<file path="src/pat_pkg.sv">
// Shared types and constants for the pending access table.
package pat_pkg;

    // Field widths
    localparam int ADDR_W   = 32;
    localparam int NUM_W    = 64;
    localparam int OFFSET_W = 4;
    localparam int LIMIT_W  = 4;
    localparam int TOTAL_W  = 4;
    localparam int PADDR_W  = 3;
    localparam int PDATA_W  = 32;

    // Register map (index is paddr[2])
    localparam logic REG_BLOCK_OFFSET = 1'b0;
    localparam logic REG_PORT_LIMIT   = 1'b1;

    localparam logic [OFFSET_W-1:0] BLOCK_OFFSET_RESET = 4'd6;
    localparam logic [LIMIT_W-1:0]  PORT_LIMIT_RESET   = 4'd8;

    // Command codes
    typedef enum logic [1:0] {
        CMD_START      = 2'd0,
        CMD_END        = 2'd1,
        CMD_QUERY_NUM  = 2'd2,
        CMD_QUERY_ADDR = 2'd3
    } cmd_t;

    // Status codes
    typedef enum logic [1:0] {
        STATUS_OK        = 2'd0,
        STATUS_FULL      = 2'd1,
        STATUS_NOT_FOUND = 2'd2
    } status_t;

    // Configuration register contents
    typedef struct packed {
        logic [OFFSET_W-1:0] block_offset_bits;
        logic [LIMIT_W-1:0]  port_limit;
    } cfg_t;

    // Summary flags from the table lookup
    typedef struct packed {
        logic num_hit;
        logic addr_hit;
        logic full;
    } lookup_t;

endpackage

</file>
<file path="src/pat_cfg_regs.sv">
// APB configuration registers: block offset width and port limit.
module pat_cfg_regs
    import pat_pkg::*;
(
    input  logic               clk,
    input  logic               rst_n,
    input  logic               psel,
    input  logic               penable,
    input  logic               pwrite,
    input  logic [PADDR_W-1:0] paddr,
    input  logic [PDATA_W-1:0] pwdata,
    output logic [PDATA_W-1:0] prdata,
    output logic               pready,
    output cfg_t               cfg
);

    logic [OFFSET_W-1:0] block_offset_reg;
    logic [LIMIT_W-1:0]  port_limit_reg;
    logic                wr_en;

    assign pready = 1'b1;
    assign wr_en  = psel && penable && pwrite && pready;

    // Register writes; low address bits are the byte offset within the word
    always_ff @(posedge clk or negedge rst_n)
    begin
        if (!rst_n)
        begin
            block_offset_reg <= BLOCK_OFFSET_RESET;
            port_limit_reg   <= PORT_LIMIT_RESET;
        end
        else if (wr_en)
        begin
            unique case (paddr[2])
                REG_BLOCK_OFFSET: block_offset_reg <= pwdata[OFFSET_W-1:0];
                REG_PORT_LIMIT:   port_limit_reg   <= pwdata[LIMIT_W-1:0];
                default:          ;
            endcase
        end
    end

    // Read mux
    always_comb
    begin
        unique case (paddr[2])
            REG_BLOCK_OFFSET: prdata = PDATA_W'(block_offset_reg);
            REG_PORT_LIMIT:   prdata = PDATA_W'(port_limit_reg);
            default:          prdata = '0;
        endcase
    end

    assign cfg.block_offset_bits = block_offset_reg;
    assign cfg.port_limit        = port_limit_reg;

endmodule

</file>
<file path="src/pat_lookup.sv">
// Parallel compare of all table entries plus first-free and first-match pick.
module pat_lookup
    import pat_pkg::*;
#(
    parameter int ENTRIES = 8
)
(
    input  logic [ENTRIES-1:0] valid,
    input  logic [ADDR_W-1:0]  entry_addr [ENTRIES],
    input  logic [NUM_W-1:0]   entry_num  [ENTRIES],
    input  logic [ADDR_W-1:0]  blk,
    input  logic [NUM_W-1:0]   num,
    output logic [ENTRIES-1:0] addr_match,
    output logic [ENTRIES-1:0] addr_first,
    output logic [ENTRIES-1:0] free_first,
    output lookup_t            flags
);

    logic [ENTRIES-1:0] num_match;
    logic [ENTRIES-1:0] free;

    // One comparator pair per entry
    for (genvar i = 0; i < ENTRIES; i++)
    begin : g_cmp
        assign addr_match[i] = valid[i] && (entry_addr[i] == blk);
        assign num_match[i]  = valid[i] && (entry_num[i] == num);
    end

    // Lowest set bit isolates the lowest index
    assign free       = ~valid;
    assign free_first = free & (~free + ENTRIES'(1));
    assign addr_first = addr_match & (~addr_match + ENTRIES'(1));

    assign flags.num_hit  = |num_match;
    assign flags.addr_hit = |addr_match;
    assign flags.full     = &valid;

endmodule

</file>
<file path="src/pending_access_table_core.sv">
// Top level of the pending access table: command register, table, result register.
//
//  channel   | handshake            | payload
//  ----------+----------------------+---------------------------------------------
//  command   | start / busy         | cmd, address, access_number
//  result    | done (1-cycle strobe)| status, is_pending, may_start,
//            |                      | new_access_number, pending_total
//  config    | APB psel/penable     | paddr, pwdata, prdata, pready
//
// One command is taken every cycle; busy stays low. The result of a command
// passes through the command register and then the result register to done.
// The table lookup, entry update and admission check all sit between the
// command register and the result register. Reset clears all valid bits,
// the count and the number counter; configuration returns to 6 / 8.
// The receiver cannot stall; results are shown for exactly one cycle.
module pending_access_table_core
    import pat_pkg::*;
#(
    parameter int ENTRIES = 8
)
(
    input  logic               clk,
    input  logic               rst_n,
    input  logic               start,
    output logic               busy,
    input  logic [1:0]         cmd,
    input  logic [ADDR_W-1:0]  address,
    input  logic [NUM_W-1:0]   access_number,
    output logic               done,
    output logic [1:0]         status,
    output logic               is_pending,
    output logic               may_start,
    output logic [NUM_W-1:0]   new_access_number,
    output logic [TOTAL_W-1:0] pending_total,
    input  logic               psel,
    input  logic               penable,
    input  logic               pwrite,
    input  logic [PADDR_W-1:0] paddr,
    input  logic [PDATA_W-1:0] pwdata,
    output logic [PDATA_W-1:0] prdata,
    output logic               pready
);

    localparam int COUNT_W = $clog2(ENTRIES + 1);
    localparam int CMP_W   = (COUNT_W > LIMIT_W) ? COUNT_W : LIMIT_W;

    cfg_t cfg;

    // Command register
    logic              in_valid_reg;
    cmd_t              cmd_reg;
    logic [ADDR_W-1:0] blk_reg;
    logic [NUM_W-1:0]  num_reg;

    // Table state
    logic [ENTRIES-1:0] valid_reg;
    logic [ENTRIES-1:0] valid_next;
    logic [ADDR_W-1:0]  entry_addr_reg [ENTRIES];
    logic [NUM_W-1:0]   entry_num_reg  [ENTRIES];
    logic [COUNT_W-1:0] count_reg;
    logic [COUNT_W-1:0] count_next;
    logic [NUM_W-1:0]   counter_reg;
    logic [NUM_W-1:0]   counter_next;

    // Result register
    logic               done_reg;
    logic [1:0]         status_reg;
    logic [1:0]         status_next;
    logic               pending_reg;
    logic               pending_next;
    logic               may_start_reg;
    logic               may_start_next;
    logic [NUM_W-1:0]   new_num_reg;
    logic [NUM_W-1:0]   new_num_next;
    logic [TOTAL_W-1:0] total_reg;

    // Lookup results
    logic [ENTRIES-1:0] addr_match;
    logic [ENTRIES-1:0] addr_first;
    logic [ENTRIES-1:0] free_first;
    lookup_t            flags;

    logic               accept;
    logic               do_start;
    logic               do_end;
    logic [ENTRIES-1:0] set_oh;
    logic [ENTRIES-1:0] clr_oh;
    logic               still_pending;
    logic [ADDR_W-1:0]  blk_mask;

    assign busy   = 1'b0;
    assign accept = start && !busy;

    pat_cfg_regs u_cfg (
        .clk     (clk),
        .rst_n   (rst_n),
        .psel    (psel),
        .penable (penable),
        .pwrite  (pwrite),
        .paddr   (paddr),
        .pwdata  (pwdata),
        .prdata  (prdata),
        .pready  (pready),
        .cfg     (cfg)
    );

    pat_lookup #(
        .ENTRIES (ENTRIES)
    ) u_lookup (
        .valid      (valid_reg),
        .entry_addr (entry_addr_reg),
        .entry_num  (entry_num_reg),
        .blk        (blk_reg),
        .num        (num_reg),
        .addr_match (addr_match),
        .addr_first (addr_first),
        .free_first (free_first),
        .flags      (flags)
    );

    // Block address: clear the configured number of low bits
    assign blk_mask = {ADDR_W{1'b1}} << cfg.block_offset_bits;

    // Command register
    always_ff @(posedge clk or negedge rst_n)
    begin
        if (!rst_n)
            in_valid_reg <= 1'b0;
        else
            in_valid_reg <= accept;
    end

    always_ff @(posedge clk)
    begin
        if (accept)
        begin
            cmd_reg <= cmd_t'(cmd);
            blk_reg <= address & blk_mask;
            num_reg <= access_number;
        end
    end

    // Table update and result values
    always_comb
    begin
        do_start = in_valid_reg && (cmd_reg == CMD_START) && !flags.full;
        do_end   = in_valid_reg && (cmd_reg == CMD_END) && flags.addr_hit;
        set_oh   = do_start ? free_first : '0;
        clr_oh   = do_end ? addr_first : '0;

        valid_next   = (valid_reg & ~clr_oh) | set_oh;
        counter_next = do_start ? counter_reg + NUM_W'(1) : counter_reg;

        if (do_start)
            count_next = count_reg + COUNT_W'(1);
        else if (do_end)
            count_next = count_reg - COUNT_W'(1);
        else
            count_next = count_reg;

        // Matching entries left after this transfer, the new one included
        still_pending  = |((addr_match & ~clr_oh) | set_oh);
        may_start_next = (CMP_W'(count_next) < CMP_W'(cfg.port_limit)) && !still_pending;
        new_num_next   = do_start ? counter_next : '0;

        case (cmd_reg)
            CMD_START:
            begin
                status_next  = flags.full ? STATUS_FULL : STATUS_OK;
                pending_next = 1'b0;
            end
            CMD_END:
            begin
                status_next  = flags.addr_hit ? STATUS_OK : STATUS_NOT_FOUND;
                pending_next = 1'b0;
            end
            CMD_QUERY_NUM:
            begin
                status_next  = STATUS_OK;
                pending_next = flags.num_hit;
            end
            default:
            begin
                status_next  = STATUS_OK;
                pending_next = flags.addr_hit;
            end
        endcase
    end

    // Control state of the table
    always_ff @(posedge clk or negedge rst_n)
    begin
        if (!rst_n)
        begin
            valid_reg   <= '0;
            count_reg   <= '0;
            counter_reg <= '0;
            done_reg    <= 1'b0;
        end
        else
        begin
            valid_reg   <= valid_next;
            count_reg   <= count_next;
            counter_reg <= counter_next;
            done_reg    <= in_valid_reg;
        end
    end

    // Entry payload, written only into the slot being filled
    always_ff @(posedge clk)
    begin
        for (int i = 0; i < ENTRIES; i++)
        begin
            if (set_oh[i])
            begin
                entry_addr_reg[i] <= blk_reg;
                entry_num_reg[i]  <= counter_next;
            end
        end
    end

    // Result register
    always_ff @(posedge clk)
    begin
        if (in_valid_reg)
        begin
            status_reg    <= status_next;
            pending_reg   <= pending_next;
            may_start_reg <= may_start_next;
            new_num_reg   <= new_num_next;
            total_reg     <= TOTAL_W'(count_next);
        end
    end

    assign done              = done_reg;
    assign status            = status_reg;
    assign is_pending        = pending_reg;
    assign may_start         = may_start_reg;
    assign new_access_number = new_num_reg;
    assign pending_total     = total_reg;

endmodule

</file>
<file path="config.mk">
export PLATFORM = sky130hd
export DESIGN_NAME = pending_access_table_core
export DESIGN_NICKNAME = d
export VERILOG_FILES = /design/src/pat_pkg.sv /design/src/pat_cfg_regs.sv /design/src/pat_lookup.sv /design/src/pending_access_table_core.sv
export SDC_FILE = /design/constraint.sdc
export NUM_CORES = 1
export LEC_CHECK = 0
export CAP_MARGIN = 20
export CORE_MARGIN = 1.5
export CORE_UTILIZATION = 25
export CTS_CLUSTER_DIAMETER = 40
export CTS_CLUSTER_SIZE = 24
export DETAILED_ROUTE_END_ITERATION = 8
export DONT_BUFFER_PORTS = 1
export GPL_TIMING_DRIVEN = 0
export PLACE_DENSITY = 0.49
export SYNTH_ARGS = -nofsm -noshare
export SYNTH_HDL_FRONTEND = slang
export SYNTH_HIERARCHICAL = 1
export SYNTH_SLANG_ARGS = --single-unit
</file>
<file path="constraint.sdc">
create_clock -name clk -period 16.1 [get_ports clk]
set_clock_uncertainty 0.2 [all_clocks]
set_input_delay 2.415 -clock clk [delete_from_list [all_inputs] [get_ports clk]]
set_output_delay 2.415 -clock clk [all_outputs]
set_load 0.03 [all_outputs]
</file>
* Word-level counts from Yosys, hierarchy flattened *
Index checks and enable logic that the tools add are counted.

storage, ports and cells
  register bits after elaboration = 1,024
  latch bits = 0
  RAM bits = 0
  ROM bits = 0
  bits of input ports = 139
  output and inout port bits = 107
  logic and storage cells = 111
  memories = 0

operators by class
  $add $sub $neg = 5
  multiply operators = 0
  divide/modulo/power cells = 0
  $lt $le $gt $ge = 1
  eq/ne operators = 18
  shift operators = 1
  multiplexer cells = 10
  bitwise gates (word level) = 12
  reduce and logical (&&, ||, !) cells = 33

operators with widths
  cell                                                                   count
  64-bit equality test                                                   8
  32-bit equality test                                                   8
  64-bit by 1-bit adder with 64-bit output, second input constant        1
  64-bit 2-to-1 mux                                                      1
  32-bit case mux with 2 select lines                                    1
  32-bit AND                                                             1
  8-bit AND                                                              4
  8-bit inverter                                                         4
  32-bit by 4-bit << shifter with 32-bit output, first input constant    1
  8-bit OR reduction                                                     3
  1-bit logical AND                                                      23
  8-bit by 1-bit adder with 8-bit output, second input constant          2
  8-bit 2-to-1 mux                                                       2
  8-bit OR                                                               2
  4-bit 2-to-1 mux                                                       2
  8-bit AND reduction                                                    1
  4-bit by 1-bit adder with 4-bit output, second input constant          1
  4-bit less-than comparator                                             1
  2-bit case mux with 2 select lines                                     1
  2-bit AND reduction                                                    2
  4-bit by 1-bit subtractor with 4-bit output, second input constant     1
  2-bit by 1-bit equality test with 1-bit output, second input constant  1
  2-bit equality test, second input constant                             1
  1-bit logical NOT                                                      2
  6 further kinds                                                        6

* Depth between registers and ports, before layout *
Gate-level depths: netlist of the first run.

  depth in word-level cells = 12
  mapped depth = 16
  gate-level depth less buffers = 14

* Modules after synthesis *
Netlist of the first run, hierarchy kept.

modules (own cells, without submodules)
  module                     instances  cells an instance  area each (um2)  sequential area each (um2)
  pending_access_table_core  1          1,618              33,737.4         30,118.9
  pat_lookup                 1          1,236              9,430.3          0.0
  pat_cfg_regs               1          53                 600.6            203.9

* Least setup slack after synthesis of the first run *
OpenSTA, ideal clock, no wires.

  path type = reg2reg
  from = register in_valid_reg
  to = register entry_addr_reg[100] (netlist name) (enable)
  library setup time = 0.466 ns
  arrival = 5.066 ns
  data required time = 15.434 ns
  slack = 10.368 ns
  cell stages (with the launch flop) = 4
  path buffers = 1
  period minus slack after synthesis = 5.732 ns
  cell sequence = dfrtp_1 -> nor4b_2 -> clkbuf_1 -> and2_1

on the way
  cells in the longest elaborated chain, start to end = 3

RTL lines
  element                         RTL line                          source
  start, declared                 pending_access_table_core.sv:50   logic in_valid_reg;
  start signal, assigned          pending_access_table_core.sv:130  in_valid_reg <= accept;
  1-bit logical AND (2 in a row)  pending_access_table_core.sv:146  do_start = in_valid_reg && (cmd_reg == CMD_START) && !flags.full;
  8-bit 2-to-1 mux                pending_access_table_core.sv:148  set_oh = do_start ? free_first : '0;
  via set_oh[4]                   pending_access_table_core.sv:86   logic [ENTRIES-1:0] set_oh;
  end signal, assigned by index   pending_access_table_core.sv:216  entry_addr_reg[i] <= blk_reg;
  end, declared                   pending_access_table_core.sv:58   logic [ADDR_W-1:0] entry_addr_reg [ENTRIES];

The timed path passes the listed nets, and every way through them passes these cells.
A chain may end at the register's enable or synchronous reset.

==> reports/results.txt, run 1 <==
CTS tree = done
initial core utilization = 25.2%
EDFF count, synth = 938
Tcrit/Tclk final = 34.3%
Synth top area share = 64.4%
top post-synthesis cells by area = edfxtp_1, xnor2_1, xor2_1, dfrtp_1, nand4_1
ys flop type = edfxtp_1
CTS Buf Count = 152
Min Clock Period, post-route = 5.52 ns
Post-CTS Hold Fix Bufs = 0
Detail Placement HPWL = 107000 um
worst skew pair latency = 0.78 ns
first-pass GRT wire length = 208000 um
final setup fails = 0
Avg WL per Cell = 27.2 um
H-tree depth = 4
setup_tns = 0 ns
area of the core = 174000 um2
clock-pin transition on the worst setup and hold timing paths = 0.06 ns
RSZ-0062 raised after global routing = false
Slew headroom = 22.9%
I/O Buffers = 0
largest net degree at the start of global routing = 100
grt ovf = 0
cts repair resizes = 0
die area = 178000 um2
Longest Clk Path Bufs = 3
Via Count = 25700
Arr. time, crit path = 5.95 ns
Critical path buffers and inverters = 3
Max-Cap Viols = 0
Power Density = 133 nW/um2
drt initial violations = 2495
initial antenna violation count = 33
Post-Syn Area = 43800 um2
Max FO, Critical Path = 10
final WL = 153000 um
type of destination of the critical path = flip-flop
Seq/Total Area, Yosys = 69.3%
status = complete, but fails checks
Final Hold Viols = 0
number of synthesized register bits = 1024
post-synth cell types = 74
top cells by count, synth = edfxtp_1, xnor2_1, xor2_1
fraction of layout cells with a size suffix above 1 = 16.5%
f_max = 0.181 GHz
slowest CP cell = nor4_1
Min-Delay Path Class = reg2reg
Routed Antenna Nets = 1
Worst path top cell family by delay = simple AND/OR/NAND/NOR gates
largest area contributor in the netlist = edfxtp_1
Setup CP Type = reg2reg
setup bufs post-CTS = 0
max reg flops = 512
Syn-to-layout area delta = 22.0%
biggest cell delay along the critical path = 0.83 ns
count leader, synth = edfxtp_1
final net count = 3300
Fillers = 17300
residual DRC count = 0
Final Wtd Congestion = 0.893
peak supply drop = 92.1 uV
worst-path cell chain = buf_6 > xor2_1 > nor4_1 > nand4_1 > nor4_1 > or3b_1 > buf_6 > or4_4 > and4b_1 > clkbuf_1 > a22oi_1 > xnor2_1 > ha_1 > a221oi_1 > nand3_1 > and4b_1
Ys Warns = 6
Clock Root Buffer = clkbuf_16
total iterations of the first detailed-routing run = 6
post-DR vias/cell = 4.57
vias in the first global route = 24900
leakage = 0.0179 uW
Async S/R FF share, synth = 8.40%
# rows = 153
Avg Inst Size Synth = 15.1 um2
post-place instance area = 48100 um2
DIE WIDTH = 421 um
gr usage total = 16.9%
clk sinks = 1024
max-slew violations = 0
Required @ worst endpoint = 16.53 ns
num ports = 246
failing checks = antenna violations
actual slew at the worst max-slew pin = 1.16 ns
Startpoint Class = flip-flop
Mapped Cells = 2907
Vert. Die Dim = 421 um
post-route cell area = 53400 um2
post-route core utilization = 30.7%
through the flow:
stage | hold WS [ns] | std cells | setup slack, ns | total power (uW)
floorplan | 0.264 | 2934 | 10.37 | 3530
global placement | 0.313 | 5259 | 5.97 | 3780
detailed placement | 0.323 | 5324 | 10.56 | 3790
CTS | 0.333 | 5604 | 10.55 | 7180
global route | 0.358 | 5607 | 10.33 | 7320
finish | 0.329 | 5615 | 10.58 | 7110
worst register-to-register path: stages (launching register included):
cell,delay (ns)
edfxtp_1,0.52
buf_6,0.21
xor2_1,0.25
nor4_1,0.67
nand4_1,0.36
nor4_1,0.83
or3b_1,0.25
buf_6,0.12
or4_4,0.15
and4b_1,0.19
clkbuf_1,0.38
a22oi_1,0.16
xnor2_1,0.23
ha_1,0.21
a221oi_1,0.32
nand3_1,0.11
and4b_1,0.25
metal layers:
metal  share of wire (%)  GRT usage (%)  routed length, um
met3                 6.3           3.29               9650
met2                  50           28.9              75900
met5               0.094              0                143
met4                 2.9           4.90               4410
met1                  41           21.6              62500
report_power, final:
part,total (uW),leakage [uW],internal [uW],switching [uW]
sequential,3160,0.0102,3030,124
combinational,580,0.00517,200,380
clock,3370,0.00252,2020,1350
placed cells by master, fill, tap and decap left out, types with 11 or more instances in the layout:
cell and n:
nand4_1 167, dfrtp_1 82, buf_4 51, a21oi_1 28
xnor2_1 474, nand3_1 63, clkinv_2 17, mux2_2 12
buf_6 35, inv_1 61, conb_1 30, or3_1 25
o22ai_1 16, inv_6 27, buf_2 57, nor2_1 87
nand2_1 68, xnor2_2 24, xor2_2 23, nor4_1 101
clkbuf_1 65, o21ai_0 30, nand2b_1 29, clkinv_4 15
bufinv_16 12, buf_8 35, nor3_1 49, clkinvlp_4 12
clkbuf_16 155, and3_1 14, edfxtp_1 938, inv_8 11
xor2_1 282
cell families (layout without fill, tap and decap cells):
logic type / count (synthesis) / after routing / synth area share [%]
AO/OA/AOI/OAI: 143 / 143 / 2.21
XOR/XNOR: 803 / 803 / 16.1
adder cells (fa/ha/maj): 6 / 6 / 0.172
buffers and inverters: 241 / 588 / 3.02
flip-flops: 1024 / 1024 / 69.3
multiplexers: 13 / 13 / 0.332
other: 3 / 39 / 0.0257
AND/OR/NAND/NOR: 674 / 674 / 8.86
worst paths after layout:
check / startpoint / endpoint / slack [ns] / cells after the start
max: blk_reg[3] / may_start / 10.58 / 16
min: count_reg[3] / count_reg[3] / 0.33 / 1
max reg2reg: blk_reg[3] / may_start / 10.58 / 16
min reg2reg: count_reg[3] / count_reg[3] / 0.33 / 1
max in group asynchronous: rst_n / u_cfg/block_offset_reg[1] / 14.30 / 0
min in group asynchronous: rst_n / done / 1.14 / 0
cell type report:
class                   instances  area [um2]  share of cell area, %
inverters                      62         233                  0.436
repair buffers                 67        1000                   1.88
well taps                    2325        2910                   5.45
clock inverters               112        1260                   2.35
diodes                          9        22.5                 0.0422
clock buffers                 168        3950                   7.40
multi-input cells            1669       12600                   23.6
plain buffers                 179        1090                   2.04
flip-flops and latches       1024       30300                   56.8
Note: power is estimated with default switching activity, not from simulation.
==> run 2: changes to the inputs <==
--- a/config.mk
+++ b/config.mk
@@ -13,7 +13,7 @@
 export DETAILED_ROUTE_END_ITERATION = 8
 export DONT_BUFFER_PORTS = 1
 export GPL_TIMING_DRIVEN = 0
-export PLACE_DENSITY = 0.49
+export PLACE_DENSITY = 0.51
 export SYNTH_ARGS = -nofsm -noshare
 export SYNTH_HDL_FRONTEND = slang
 export SYNTH_HIERARCHICAL = 1
==> constraint.sdc (replaced) <==
create_clock -name clk -period 4.78 [get_ports clk]
set_clock_uncertainty 0.2 [all_clocks]
set_input_delay 0.717 -clock clk [delete_from_list [all_inputs] [get_ports clk]]
set_output_delay 0.717 -clock clk [all_outputs]
set_load 0.03 [all_outputs]
==> run 2 against run 1 <==
Combinational power rose to 3.8 times the previous value. The flow now finishes without violations. Maximum frequency up 19%. Die area unchanged. Register-to-register slack worse by 10 ns. Hold slack worse by 0.27 ns. Total power rose to 3.4 times the previous value. Via count up 3.0%.
==> reports/results.txt, run 2 (synthesized netlist as in run 1, its figures left out) <==
max-slew violations = 0 (unchanged)
Min Clock Period, post-route = 4.62 ns (-0.900 ns)
Slew headroom = 19.0% (-3.8 points)
residual DRC count = 0 (unchanged)
Min-Delay Path Class = in2reg
Max FO, Critical Path = 9 (-1)
f_max = 0.216 GHz (+19%)
setup_tns = 0 ns (unchanged)
total power = 24300 uW (+240%)
Arr. time, crit path = 5.04 ns (-0.91 ns)
Final Hold Viols = 0 (unchanged)
clk sinks = 1024 (unchanged)
Power Density = 442 nW/um2 (+230%)
origin of the worst min-delay path = address[10]
CTS tree = done
first-pass GRT wire length = 208000 um (-0.11%)
grt ovf = 0 (unchanged)
Setup CP Type = reg2reg
Avg WL per Cell = 26.6 um (-2.1%)
Critical R2R Launch = blk_reg[3]
largest net degree at the start of global routing = 100 (unchanged)
most common cell after layout, fill and taps aside = edfxtp_1
slowest CP cell = or4_4
DIE WIDTH = 421 um (unchanged)
final net count = 3436 (+4.1%)
I/O Buffers = 0 (unchanged)
Final Wtd Congestion = 0.862 (-3.5%)
Required @ worst endpoint = 5.20 ns (-11.33 ns)
Startpoint Class = flip-flop
R2R depth = 16 (unchanged)
gr usage total = 16.9% (-0.022 points)
peak supply drop = 225 uV (+140%)
die area = 178000 um2 (unchanged)
Routed Antenna Nets = 0 (-1)
status = complete, no violations
FF-to-FF End = may_start
drt initial violations = 2841 (+14%)
area of the core = 174000 um2 (unchanged)
fraction of layout cells with a size suffix above 1 = 17.1% (+0.57 points)
H-tree depth = 4 (unchanged)
Critical path buffers and inverters = 2 (-1)
initial antenna violation count = 20 (-39%)
# rows = 153 (unchanged)
max reg flops = 512 (unchanged)
worst skew pair latency = 0.79 ns (about the same)
total iterations of the first detailed-routing run = 5 (-1)
post-DR vias/cell = 4.60 (+0.76%)
Tcrit/Tclk final = 96.7% (+62 points)
Max-Cap Viols = 0 (unchanged)
type of destination of the critical path = flip-flop
num ports = 246 (unchanged)
Longest Clk Path Bufs = 3 (unchanged)
most frequent cells in the layout = edfxtp_1, xnor2_1, xor2_1
worst hold endpoint = blk_reg[10]
leakage = 0.0183 uW (+2.4%)
Worst path top cell family by delay = simple AND/OR/NAND/NOR gates
actual slew at the worst max-slew pin = 1.20 ns (+0.0465 ns)
vias in the first global route = 25600 (+2.7%)
Syn-to-layout area delta = 25.5%
Via Count = 26400 (+3.0%)
final WL = 153000 um (about the same)
CTS Buf Count = 147 (-3.3%)
biggest cell delay along the critical path = 0.54 ns (-0.29 ns)
Vert. Die Dim = 421 um (unchanged)
clock-pin transition on the worst setup and hold timing paths = 0.05 ns (about the same)
CP startpoint = blk_reg[3]
final setup fails = 0 (unchanged)
worst-path cell chain = buf_6 > xor2_2 > nor4_4 > nand4_1 > nor4_4 > or3b_1 > buf_6 > or4_4 > nand4b_1 > nor4_2 > a41oi_1 > xnor2_1 > ha_1 > a221oi_2 > nand3_1 > and4b_1
worst reg-to-reg setup slack = 0.16 ns (-10.42 ns)
Clock Root Buffer = clkbuf_16
Worst Hold Depth = 1 (unchanged)
Detail Placement HPWL = 106000 um (-1.0%)
initial core utilization = 25.2% (unchanged)
[run 2: cell count changes in the layout (fill, tap and decap cells not counted), moves of 10 or more]
cell | previous run | this run
nor4_1 | 101 | 87
buf_4 | 51 | 87
dlygate4sd3_1 | 0 | 103
inv_6 | 27 | 17
[run 2: metrics by stage]
stage	worst slack, ns	hold WS, ns	util, %	cell area [um2]	cells
3_3_place_gp	-3.48	0.224	26.9	46800	5259
6_report	0.157	0.0606	31.6	54900	5739
4_1_cts	0.0519	0.0129	31.4	54700	5713
3_5_place_dp	-0.726	0.223	27.7	48100	5322
5_1_grt	-0.0282	0.0365	31.6	54900	5738
2_1_floorplan	0.115	0.221	-	43900	2934
[run 2: timing repair]
action | 4_1_cts | 5_1_grt
pin swaps | 5 | 5
hold buffers | 105 | 0
gates resized for setup | 20 | 8
setup endpoints to repair | 2 | 1
setup buffers | 18 | 17
hold endpoints to repair | 287 | 0
[run 2: how the worst max path moves through the flow]
stage / end / slack (ns) / depth (start not counted)
floorplan: entry_addr_reg[100] / 0.11 / 3
global route: may_start / -0.03 / 16
detailed placement: may_start / -0.73 / 16
global placement: entry_num_reg[466] / -3.48 / 4
finish: may_start / 0.16 / 16
CTS: may_start / 0.05 / 14
[run 2: final cells by class]
class	count	area (um2)
inverter	62	233
clock buffer	162	3820
tap	2325	2910
timing repair buffer	209	2380
clock inverter	107	1390
antenna	3	7.51
buffer	178	1090
multi-input combinational	1669	12800
fill	17300	119000
sequential	1024	30300
[run 2: worst reg2reg max path, cell delays in order (launching register included)]
cell      delay (ns)
edfxtp_1        0.51
buf_6           0.21
xor2_2          0.37
nor4_4          0.11
nand4_1         0.26
nor4_4          0.10
or3b_1          0.41
buf_6           0.14
or4_4           0.55
nand4b_1        0.19
nor4_2          0.05
a41oi_1         0.23
xnor2_1         0.18
ha_1            0.30
a221oi_2        0.31
nand3_1         0.11
and4b_1         0.25
[run 2: power breakdown]
part	total (uW)	internal, uW	leakage, uW	switching (uW)
registers	10600	10200	0.00994	368
clock network	11500	7000	0.00249	4470
logic	2230	803	0.00590	1420
[run 2: layer usage]
layer	global-route usage [%]	routed length (um)
met5	0	52
met4	6.28	5330
met3	3.52	10500
met2	28.1	74100
met1	21.5	62700
